==> src/sv/rfe_pkg.sv <==
package rfe_pkg;

    // Operation codes carried on the func field
    typedef enum logic [2:0] {
        FN_LOAD_COEF = 3'd0,
        FN_LOAD_MOD  = 3'd1,
        FN_WRITE_CNT = 3'd2,
        FN_TEST      = 3'd3,
        FN_FIRE      = 3'd4,
        FN_APPLY     = 3'd5,
        FN_READ_CNT  = 3'd6
    } func_t;

    // Result status codes
    localparam logic [1:0] STATUS_OK         = 2'd0;
    localparam logic [1:0] STATUS_INFEASIBLE = 2'd1;
    localparam logic [1:0] STATUS_RANGE      = 2'd2;

    // Configuration register indexes
    localparam logic [1:0] CFG_SPECIES_IN_USE   = 2'd0;
    localparam logic [1:0] CFG_REACTIONS_IN_USE = 2'd1;
    localparam logic [1:0] CFG_CHECK_MODE       = 2'd2;

    localparam int CFG_DATA_W = 7;

    // Controller states
    typedef enum logic [2:0] {
        S_IDLE,
        S_DECODE,
        S_CHECK,
        S_APPLY,
        S_FINISH
    } state_t;

    // Kind of result word to build
    typedef enum logic [2:0] {
        RES_OK,
        RES_RANGE,
        RES_FAIL,
        RES_FIRED,
        RES_READ
    } res_t;

    // Controller to datapath commands
    typedef struct packed {
        logic  latch;       // capture the incoming word
        logic  wr_coef;     // write coefficient table
        logic  wr_mod;      // write modifier table
        logic  wr_cnt;      // write species count
        logic  rd_cnt;      // read species count for a read op
        logic  pass_start;  // start a walk over the species rows
        logic  pass_apply;  // walk updates counts (else checks them)
        logic  out_load;    // load the output register
        res_t  res;         // what the output register gets
    } cmd_t;

    // Datapath to controller status
    typedef struct packed {
        func_t func;
        logic  s_ok;
        logic  r_ok;
        logic  pass_busy;
        logic  check_fail;
    } stat_t;

endpackage

==> src/sv/rfe_ctrl.sv <==
module rfe_ctrl
(
    input  logic           clk,
    input  logic           rst_n,
    input  logic           in_valid,
    output logic           in_ready,
    output logic           out_valid,
    input  logic           out_ready,
    input  rfe_pkg::stat_t stat,
    output rfe_pkg::cmd_t  cmd
);

    rfe_pkg::state_t state_reg;
    rfe_pkg::state_t state_next;
    rfe_pkg::res_t   res_reg;
    rfe_pkg::res_t   res_next;
    logic            out_valid_reg;
    logic            out_valid_next;

    // State, pending result code and output valid
    always_ff @(posedge clk or negedge rst_n)
    begin
        if (!rst_n)
        begin
            state_reg     <= rfe_pkg::S_IDLE;
            res_reg       <= rfe_pkg::RES_OK;
            out_valid_reg <= 1'b0;
        end
        else
        begin
            state_reg     <= state_next;
            res_reg       <= res_next;
            out_valid_reg <= out_valid_next;
        end
    end

    assign in_ready  = (state_reg == rfe_pkg::S_IDLE);
    assign out_valid = out_valid_reg;

    // Next state and commands
    always_comb
    begin
        state_next     = state_reg;
        res_next       = res_reg;
        out_valid_next = out_valid_reg && !out_ready;
        cmd            = '0;
        cmd.res        = res_reg;

        case (state_reg)
            rfe_pkg::S_IDLE:
            begin
                if (in_valid)
                begin
                    cmd.latch  = 1'b1;
                    state_next = rfe_pkg::S_DECODE;
                end
            end

            rfe_pkg::S_DECODE:
            begin
                state_next = rfe_pkg::S_FINISH;
                res_next   = rfe_pkg::RES_OK;
                case (stat.func)
                    rfe_pkg::FN_LOAD_COEF:
                    begin
                        if (stat.s_ok && stat.r_ok)
                            cmd.wr_coef = 1'b1;
                        else
                            res_next = rfe_pkg::RES_RANGE;
                    end
                    rfe_pkg::FN_LOAD_MOD:
                    begin
                        if (stat.s_ok && stat.r_ok)
                            cmd.wr_mod = 1'b1;
                        else
                            res_next = rfe_pkg::RES_RANGE;
                    end
                    rfe_pkg::FN_WRITE_CNT:
                    begin
                        if (stat.s_ok)
                            cmd.wr_cnt = 1'b1;
                        else
                            res_next = rfe_pkg::RES_RANGE;
                    end
                    rfe_pkg::FN_READ_CNT:
                    begin
                        if (stat.s_ok)
                        begin
                            cmd.rd_cnt = 1'b1;
                            res_next   = rfe_pkg::RES_READ;
                        end
                        else
                        begin
                            res_next = rfe_pkg::RES_RANGE;
                        end
                    end
                    rfe_pkg::FN_TEST,
                    rfe_pkg::FN_FIRE:
                    begin
                        if (stat.r_ok)
                        begin
                            cmd.pass_start = 1'b1;
                            state_next     = rfe_pkg::S_CHECK;
                        end
                        else
                        begin
                            res_next = rfe_pkg::RES_RANGE;
                        end
                    end
                    rfe_pkg::FN_APPLY:
                    begin
                        if (stat.r_ok)
                        begin
                            cmd.pass_start = 1'b1;
                            cmd.pass_apply = 1'b1;
                            state_next     = rfe_pkg::S_APPLY;
                        end
                        else
                        begin
                            res_next = rfe_pkg::RES_RANGE;
                        end
                    end
                    default:
                    begin
                        res_next = rfe_pkg::RES_OK;
                    end
                endcase
            end

            // Wait for the check walk to drain
            rfe_pkg::S_CHECK:
            begin
                if (!stat.pass_busy)
                begin
                    if (stat.check_fail)
                    begin
                        res_next   = rfe_pkg::RES_FAIL;
                        state_next = rfe_pkg::S_FINISH;
                    end
                    else if (stat.func == rfe_pkg::FN_FIRE)
                    begin
                        cmd.pass_start = 1'b1;
                        cmd.pass_apply = 1'b1;
                        state_next     = rfe_pkg::S_APPLY;
                    end
                    else
                    begin
                        res_next   = rfe_pkg::RES_FIRED;
                        state_next = rfe_pkg::S_FINISH;
                    end
                end
            end

            // Wait for the update walk to drain
            rfe_pkg::S_APPLY:
            begin
                if (!stat.pass_busy)
                begin
                    res_next   = rfe_pkg::RES_FIRED;
                    state_next = rfe_pkg::S_FINISH;
                end
            end

            // Hand the result to the output register once it is free
            rfe_pkg::S_FINISH:
            begin
                if (!out_valid_reg || out_ready)
                begin
                    cmd.out_load   = 1'b1;
                    out_valid_next = 1'b1;
                    state_next     = rfe_pkg::S_IDLE;
                end
            end

            default:
            begin
                state_next = rfe_pkg::S_IDLE;
            end
        endcase
    end

endmodule

==> config.mk <==
export PLATFORM = sky130hd
export DESIGN_NAME = rfe_ctrl
export DESIGN_NICKNAME = d
export VERILOG_FILES = /design/src/sv/rfe_pkg.sv /design/src/sv/rfe_ctrl.sv
export SDC_FILE = /design/constraint.sdc
export NUM_CORES = 1
export LEC_CHECK = 0
export BUFFER_PORTS_ARGS = -buffer_cell sky130_fd_sc_hd__buf_2
export CORE_UTILIZATION = 25
export CTS_BUF_LIST = sky130_fd_sc_hd__clkbuf_8
export DETAILED_ROUTE_END_ITERATION = 8
export PLACE_DENSITY = 0.45
export SLEW_MARGIN = 10
export SYNTH_ARGS = -nofsm -noshare
export SYNTH_HDL_FRONTEND = slang
export SYNTH_SLANG_ARGS = --single-unit
export TNS_END_PERCENT = 50
==> constraint.sdc <==
create_clock -name clk -period 2.4 [get_ports clk]
set_input_delay 0.24 -clock clk [delete_from_list [all_inputs] [get_ports clk]]
set_output_delay 0.24 -clock clk [all_outputs]
set_load 0.1 [all_outputs]
==> results.cfg, run 1 <==
[global_routing]
grt_pass1_wl_mm = 2.01
grt_remaining_overflow = 0
grt_usage_pct = 12.5
grt_max_degree = 11
grt_pass1_vias = 491
antenna_found_initial = 0

[clock_tree]
cts_max_path_buffers = 2
htree_num_levels = 1
worstSkewPairLatency_ns = 0.22
clk_pin_slew_ns = 0.04
cts_hold_buf = 1
cts_buffers = 3
root_buffer = clkbuf_8
cts_sinks = 7
cts_resized = 0
cts_tree = built
post_cts_buffers = 0

[worst_setup_path]
r2r_slack_ns = 0.70
endpoint_kind = output port
criticalPathCategory = register to output port
cp.required_ns = 2.16
cp_slowest_cell = dfrtp_1
cpPeakStageDelay_ns = 0.48
r2r-end = res_reg[0]
r2r_cells = 5
crit_arrival_ns = 2.00
cp_top_family = simple AND/OR/NAND/NOR gates
startpoint_type = register
path_max_fanout = 8
crit_chain = nor3b_4 -> inv_1 -> or3_4 -> nor4b_4 -> buf_12
path_buf_inv = 2
reg2reg_from = state_reg[0]

[logic_synthesis]
synth_cells = 59
ys_seq_area_share_pct = 33.8
synth_xor_area_share_pct = 0
ys_types = 32
syn_nets = 70
yosysWarningCount = 0
yosys.area_share.simple_pct = 36.7
syn_area_um2 = 518
synth_ff_type = dfrtp_1
synth_fa_ha_area_share_pct = 0
synthMuxAreaShare_pct = 2.17
syn_area_per_cell_um2 = 8.78
synth-compound-area-share_pct = 22.0
async_flop_share_pct = 100
ys_ff_latch = 7
synth_top_family_by_area = simple AND/OR/NAND/NOR gates
synth_edf_count = 0

[final_layout]
n_fill_cell = 224
drive_gt1_share_pct = 39.8
final_cell_mix = 20 x buf_2, 7 x inv_1, 7 x dfrtp_1
multi_input_comb_area_um2 = 343
layout_commonest_cell = buf_2
final_area_um2 = 805
utilization_pct = 41.0
areaGrowthSynthToFinish_pct = 55.3
stdcell_count = 115
nets = 100
diodes = 0
regArea_um2 = 175

[timing]
fmax_mhz = 446
finalHoldViolCount = 0
slew_headroom_pct = 67.7
setup_violations = 0
finalCriticalPeriod_ns = 2.24
min_period_over_period_pct = 93.5
skew_ns = 0.00137
rsz0062_at_grt = false
drv_slew = 0
worstMarginPinSlew_ns = 0.488

[placement]
dpl.hpwl_mm = 1.08
io_buffer_count = 23
gp_congestion = 0.855
place_inst = 110
placed_area_um2 = 749

[outcome]
status = finished clean

[floorplan]
ios = 24
dieArea_um2 = 2260
die_height_um = 47.5
fp.coreArea_um2 = 1960
row_count = 16
die_w_um = 47.5
start_util_pct = 26.4

[power_and_ir_drop]
peakVddDrop_uv = 664
p_leak_nw = 0.410
p_per_area_nw_per_um2 = 1370
p_total_w = 0.00110

[worst_hold_path]
hold_path_startpoint = stat[1]
min_path_type = input port to register
hold_end = state_reg[1]
whs_path_depth = 2

[route]
ant_nets = 0
drt-initial-drc-count = 8
drc = 0
routed_via_density = 4.79
wl_per_cell_um = 11.7
firstDrtPassIters = 4
num_vias = 551
drt-total-wl_mm = 1.34

[run]
maxCapViolCount = 0
## Yosys cell counts (2+ instances only)
library cell  instances  area [um2]
o21ai_0               3        15.0
dfrtp_1               7         175
nor2_1                4        15.0
a21oi_1               4        20.0
and2b_1               2        15.0
nor4_1                2        12.5
nor2b_1               3        18.8
inv_1                 6        22.5
nand2_1               4        15.0
a21o_1                2        15.0
## layout make-up
type,count,share of cell area (%)
tap,27,4.20
clock buffer,3,5.13
clock inverter,1,0.467
sequential,7,21.8
timing repair buffer,26,23.0
multi-input combinational,45,42.6
inverter,6,2.80
## metrics by stage
| stage | TNS, ns | worst slack (ns) | hold WS [ns] |
|---|---|---|---|
| global route | 0 | 0.0862 | 0.319 |
| detailed placement | 0 | 0.413 | 0.0846 |
| finish | 0 | 0.157 | 0.297 |
| floorplan | -0.107 | -0.0632 | -0.0556 |
| global placement | 0 | 0.425 | 0.0809 |
| CTS | 0 | 0.164 | 0.295 |
## cell families after synthesis
kind of cell,after synthesis
multiplexers,1
AND/OR/NAND/NOR,27
buffers and inverters,7
AO/OA/AOI/OAI,17
flip-flops,7
## worst max path at each step
stage / startpoint / end / slack, ns / depth (start not counted)
after global routing: state_reg[2] / cmd[8] / 0.09 / 5
final: state_reg[2] / cmd[8] / 0.16 / 5
after global placement: state_reg[2] / cmd[8] / 0.42 / 5
after detailed placement: state_reg[2] / cmd[8] / 0.41 / 5
after floorplan: state_reg[2] / cmd[8] / -0.06 / 4
after CTS: state_reg[2] / cmd[8] / 0.16 / 5
## power by group
part / total (W) / switching [W] / internal, W
clock: 0.000157 / 0.0000464 / 0.000110
combinational: 0.000744 / 0.000572 / 0.000173
sequential: 0.000202 / 0.0000372 / 0.000165
total: 0.00110 / 0.000655 / 0.000448
## layer usage
| layer | up-vias | routed length (um) | global-route usage, % |
|---|---|---|---|
| met5 | - | 0 | 0 |
| met4 | 0 | 0 | 0 |
| met3 | 0 | 66 | 4.53 |
| met2 | 16 | 683 | 23.3 |
| met1 | 261 | 590 | 14.4 |
| li1 | 274 | - | - |
Power figures use the tool's default switching activity.
==> run 2: changes to the inputs <==
- ABC_AREA: not set -> 1
- GPL_ROUTABILITY_DRIVEN: not set -> 0
==> run 2 against run 1 <==
Non-clock buffer count is 2 lower. Die area is 3.7% higher. First-iteration DRC count is 38% higher. Clock power hardly changed. Critical endpoint is now cmd[5]. Utilization is 3.0 points lower. Critical path depth is 1 higher.
==> results.cfg, run 2 <==
[outcome]
status = finished clean

[logic_synthesis]
synth_top_area_share_pct = 32.6
ys_types = 15
synth_area_leaders = dfrtp_1 33%, nand2_1 17%, inv_1 9.1%, nand3_1 8.4%, nor2_1 4.9%
synth_common_cells = 25 x nand2_1, 13 x inv_1, 9 x nand3_1, 7 x dfrtp_1, 7 x nor2_1
ys_seq_area_share_pct = 32.6
syn_nets = 96
async_flop_share_pct = 100
synth_cells = 85
syn_area_um2 = 538
synth_top_area_cell = dfrtp_1
yosysWarningCount = 0
syn_area_per_cell_um2 = 6.33
yosysMostFrequentCell = nand2_1
synth_edf_count = 0
synth_ff_type = dfrtp_1
ys_ff_latch = 7

[power_and_ir_drop]
p_per_area_nw_per_um2 = 1440
peakVddDrop_uv = 613
p_leak_nw = 0.449

[route]
wl_per_cell_um = 9.16
ant_nets = 0
drt-initial-drc-count = 11
num_vias = 603
routed_via_density = 4.31
drc = 0
drt-total-wl_mm = 1.28
firstDrtPassIters = 4

[placement]
io_buffer_count = 23
placed_area_um2 = 706
dpl.hpwl_mm = 1.12
place_inst = 135

[floorplan]
start_util_pct = 26.9
fp.coreArea_um2 = 2000
die_height_um = 48.4
ios = 24
row_count = 16
die_w_um = 48.4
dieArea_um2 = 2340

[clock_tree]
worstSkewPairLatency_ns = 0.22
cts_buffers = 3
root_buffer = clkbuf_8
clk_pin_slew_ns = 0.04
cts_resized = 0
cts_sinks = 7
cts_tree = built
cts_max_path_buffers = 2
htree_num_levels = 1

[worst_setup_path]
endpoint_kind = output port
criticalPathCategory = register to output port
startpoint_type = register
cp.required_ns = 2.16
r2r_cells = 5
cp_slowest_cell = buf_2
cpPeakStageDelay_ns = 0.42
path_max_fanout = 5
r2r_slack_ns = 1.17
r2r-end = state_reg[1]
crit_arrival_ns = 1.79
reg2reg_from = state_reg[0]
crit_chain = inv_1 -> nand3_1 -> nor2_2 -> nand3b_1 -> nand2_1 -> buf_2

[global_routing]
grt_util_met3_pct = 2.52
grt_remaining_overflow = 0
use_met1_pct = 16.7
met2_usage_pct = 17.8
grt_usage_pct = 12.7
grt_pass1_vias = 499
grt.busiest_layer = met2
grt_pass1_wl_mm = 2.21
grt_max_degree = 8
antenna_found_initial = 0

[timing]
finalHoldViolCount = 0
slew_headroom_pct = 67.6
setup_violations = 0
skew_ns = 0.00299
finalCriticalPeriod_ns = 2.03
fmax_mhz = 493
min_period_over_period_pct = 84.4
drv_slew = 0
fin_tns_setup_ns = 0
rsz0062_at_grt = false
worstMarginPinSlew_ns = 0.490

[worst_hold_path]
whs_path_depth = 3
min_path_type = input port to register
hold_end = state_reg[0]
hold_path_startpoint = stat[1]

[final_layout]
n_fill_cell = 233
layout_commonest_cell = nand2_1
stdcell_count = 140
regArea_um2 = 175
nets = 125
diodes = 0
multi_input_comb_area_um2 = 325
final_cell_mix = 25 x nand2_1, 23 x buf_2, 14 x inv_1
final_area_um2 = 761
drive_gt1_share_pct = 34.5
areaGrowthSynthToFinish_pct = 41.4

[run]
maxCapViolCount = 0
[run 2: layout make-up]
| cell class | count | area share (%) |
|---|---|---|
| multi-input cells | 63 | 42.8 |
| flip-flops and latches | 7 | 23.0 |
| clock inverters | 1 | 0.493 |
| repair buffers | 24 | 16.4 |
| well taps | 27 | 4.44 |
| inverters | 15 | 7.40 |
| clock buffers | 3 | 5.43 |
[run 2: critical path: cells and delay by family (launching register included)]
family / cells / cell delay (ns)
buffers and inverters: 2 / 0.59
flip-flops: 1 / 0.41
AND/OR/NAND/NOR: 4 / 0.56
[run 2: power by group]
group / switching (W) / internal [W]
logic: 0.000609 / 0.000126
registers: 0.0000378 / 0.000167
clock network: 0.0000488 / 0.000110
total: 0.000696 / 0.000403
[run 2: worst max path at each step]
stage          cells past startpoint  slack [ns]      to         start
3_5_place_dp                       6        0.63  cmd[5]  state_reg[0]
6_report                           6        0.37  cmd[5]  state_reg[0]
2_1_floorplan                      5       -0.24  cmd[7]  state_reg[2]
3_3_place_gp                       6        0.61  cmd[5]  state_reg[0]
5_1_grt                            6        0.20  cmd[4]  state_reg[0]
4_1_cts                            6        0.37  cmd[5]  state_reg[0]
[run 2: layer usage]
layer	share of wire, %	vias to the layer above
li1	-	327
met1	49	257
met2	43	15
met3	5.1	4
met4	2.8	0
met5	0	-
[run 2: kinds of logic (layout without fill, tap and decap cells)]
group	Yosys count	after routing	share of synthesized area (%)
simple gates	57	57	51.4
buf+inv	15	43	10.5
flops	7	7	32.6
compound gates	6	6	5.58
[run 2: metrics by stage]
stage	setup WS (ns)	total power, W	hold WS [ns]	util (%)
2_1_floorplan	-0.237	0.000827	-0.0556	-
3_3_place_gp	0.610	0.000944	0.0827	35.3
3_5_place_dp	0.626	0.000943	0.0812	35.3
4_1_cts	0.371	0.00111	0.298	38.0
5_1_grt	0.200	0.00118	0.305	38.0
6_report	0.373	0.00110	0.296	38.0
[run 2: repair_timing]
action	CTS	global route
endpoints found under the hold margin	7	0
hold buffers	1	0
setup buffers	0	0
==> run 3: changes to the inputs <==
- ABC_AREA: 1 -> 0
- clock period: 2.4 -> 1.97 ns (I/O delays scaled with it)
==> run 3 against run 2 <==
Combinational power rose by 33%. Cell count fell by 16%. Sequential cell count did not move. Cell area rose by 15%. Utilization rose by 6.6 points. Worst hold slack got worse by 0.024 ns. Non-clock buffer count rose by 5.
==> results.cfg, run 3 (synthesized netlist as in run 1, its figures left out) <==
[outcome]
status = finished clean

[power_and_ir_drop]
p_per_area_nw_per_um2 = 1610
peakVddDrop_uv = 974
p_total_w = 0.00141
p_leak_nw = 0.434

[worst_setup_path]
crit_arrival_ns = 1.77
cpPeakStageDelay_ns = 0.40
cp_top_family = simple AND/OR/NAND/NOR gates
path_buf_inv = 2
criticalPathCategory = register to output port
cp_slowest_cell = dfrtp_1
path_max_fanout = 3
endpoint_kind = output port
crit_chain = nor3b_4 -> inv_1 -> or3_4 -> nor4b_4 -> buf_12
cp.required_ns = 1.77
crit_start = state_reg[1]
reg2reg_from = state_reg[0]
startpoint_type = register

[clock_tree]
root_buffer = clkbuf_8
cts_buffers = 3
worstSkewPairLatency_ns = 0.22
cts_sinks = 7
clk_pin_slew_ns = 0.04
cts_max_path_buffers = 2
post_cts_buffers = 0
htree_num_levels = 1
cts_tree = built

[run]
maxCapViolCount = 0

[worst_hold_path]
min_path_type = input port to register
hold_path_startpoint = out_ready

[final_layout]
nets = 103
utilization_pct = 44.6
areaGrowthSynthToFinish_pct = 68.8
final_cell_mix = 17 x buf_2, 7 x inv_1, 7 x dfrtp_1
n_fill_cell = 224
stdcell_count = 118
diodes = 0
drive_gt1_share_pct = 42.9
layout_commonest_cell = buf_2

[route]
ant_nets = 0
routed_via_density = 4.80
num_vias = 566
drt-initial-drc-count = 3
firstDrtPassIters = 4
wl_per_cell_um = 11.8
drc = 0
drt-total-wl_mm = 1.39

[placement]
place_inst = 113
dp_slack_ns = 0.242
io_buffer_count = 23
dpl.hpwl_mm = 1.12

[floorplan]
die_w_um = 47.5
ios = 24
fp.coreArea_um2 = 1960
row_count = 16
die_height_um = 47.5
start_util_pct = 26.4
dieArea_um2 = 2260

[timing]
fmax_mhz = 509
hold_ws_ns = 0.273
slew_headroom_pct = 68.0
worstMarginPinSlew_ns = 0.484
setup_ws_ns = 0.00639
skew_ns = 0.00363
setup_violations = 0
min_period_over_period_pct = 99.7
finalCriticalPeriod_ns = 1.96
finalHoldViolCount = 0
rsz0062_at_grt = true
drv_slew = 0

[global_routing]
grt_remaining_overflow = 0
grt_pass1_vias = 481
grt_pass1_wl_mm = 2.17
grt_usage_pct = 13.9
antenna_found_initial = 0
grt_max_degree = 11
run 3: cell types whose count changed in the layout (fill, tap and decap cells not counted), sizes merged, moves of 3 or more:
cell,previous run,this run
a21oi,1,4
nor2,12,4
buf,23,28
nor2b,0,3
nand3,10,1
nand2,27,4
inv,16,7
run 3: layer usage:
| metal | GRT usage (%) | vias up | share of wire (%) |
|---|---|---|---|
| met3 | 5.66 | 0 | 2.2 |
| li1 | - | 283 | - |
| met5 | 0 | - | 0 |
| met2 | 21.9 | 9 | 51 |
| met4 | 0 | 0 | 0 |
| met1 | 19.0 | 274 | 47 |
run 3: worst paths after layout:
check	endpoint	slack [ns]	cells past startpoint
max	cmd[8]	0.006	5
min	out_valid	0.27	3
max reg2reg	res_reg[0]	0.31	5
min reg2reg	res_reg[2]	0.47	1
max in group asynchronous	res_reg[2]	1.46	2
min in group asynchronous	state_reg[2]	0.35	2
run 3: per-stage QoR:
step | TNS [ns] | instance area, um2
final | 0 | 875
after global routing | -0.104 | 875
after CTS | -0.00671 | 873
after detailed placement | 0 | 818
after global placement | 0 | 818
after floorplan | -1.95 | 553
run 3: worst reg2reg max path, stage by stage (launching register included):
cell and delay (ns):
dfrtp_1 0.38, buf_4 0.17, nor4_1 0.25, nand2_1 0.15, a21oi_1 0.23, mux2_2 0.36
run 3: cell type report:
class,count,area [um2],area share [%]
clock buffers,3,41.3,4.72
clock inverters,1,3.75,0.429
inverters,6,22.5,2.58
multi-input cells,45,345,39.5
flip-flops and latches,7,175,20.0
well taps,27,33.8,3.86
repair buffers,29,253,28.9
run 3: power by group:
group | internal, W | switching [W]
registers | 0.000201 | 0.0000310
logic | 0.000261 | 0.000719
clock network | 0.000134 | 0.0000592
run 3: repair_timing:
item | in CTS | in global routing
hold endpoints to repair | 7 | 0
hold buffers | 1 | 0
resized for setup | 0 | 1
endpoints found under the setup margin | 1 | 3
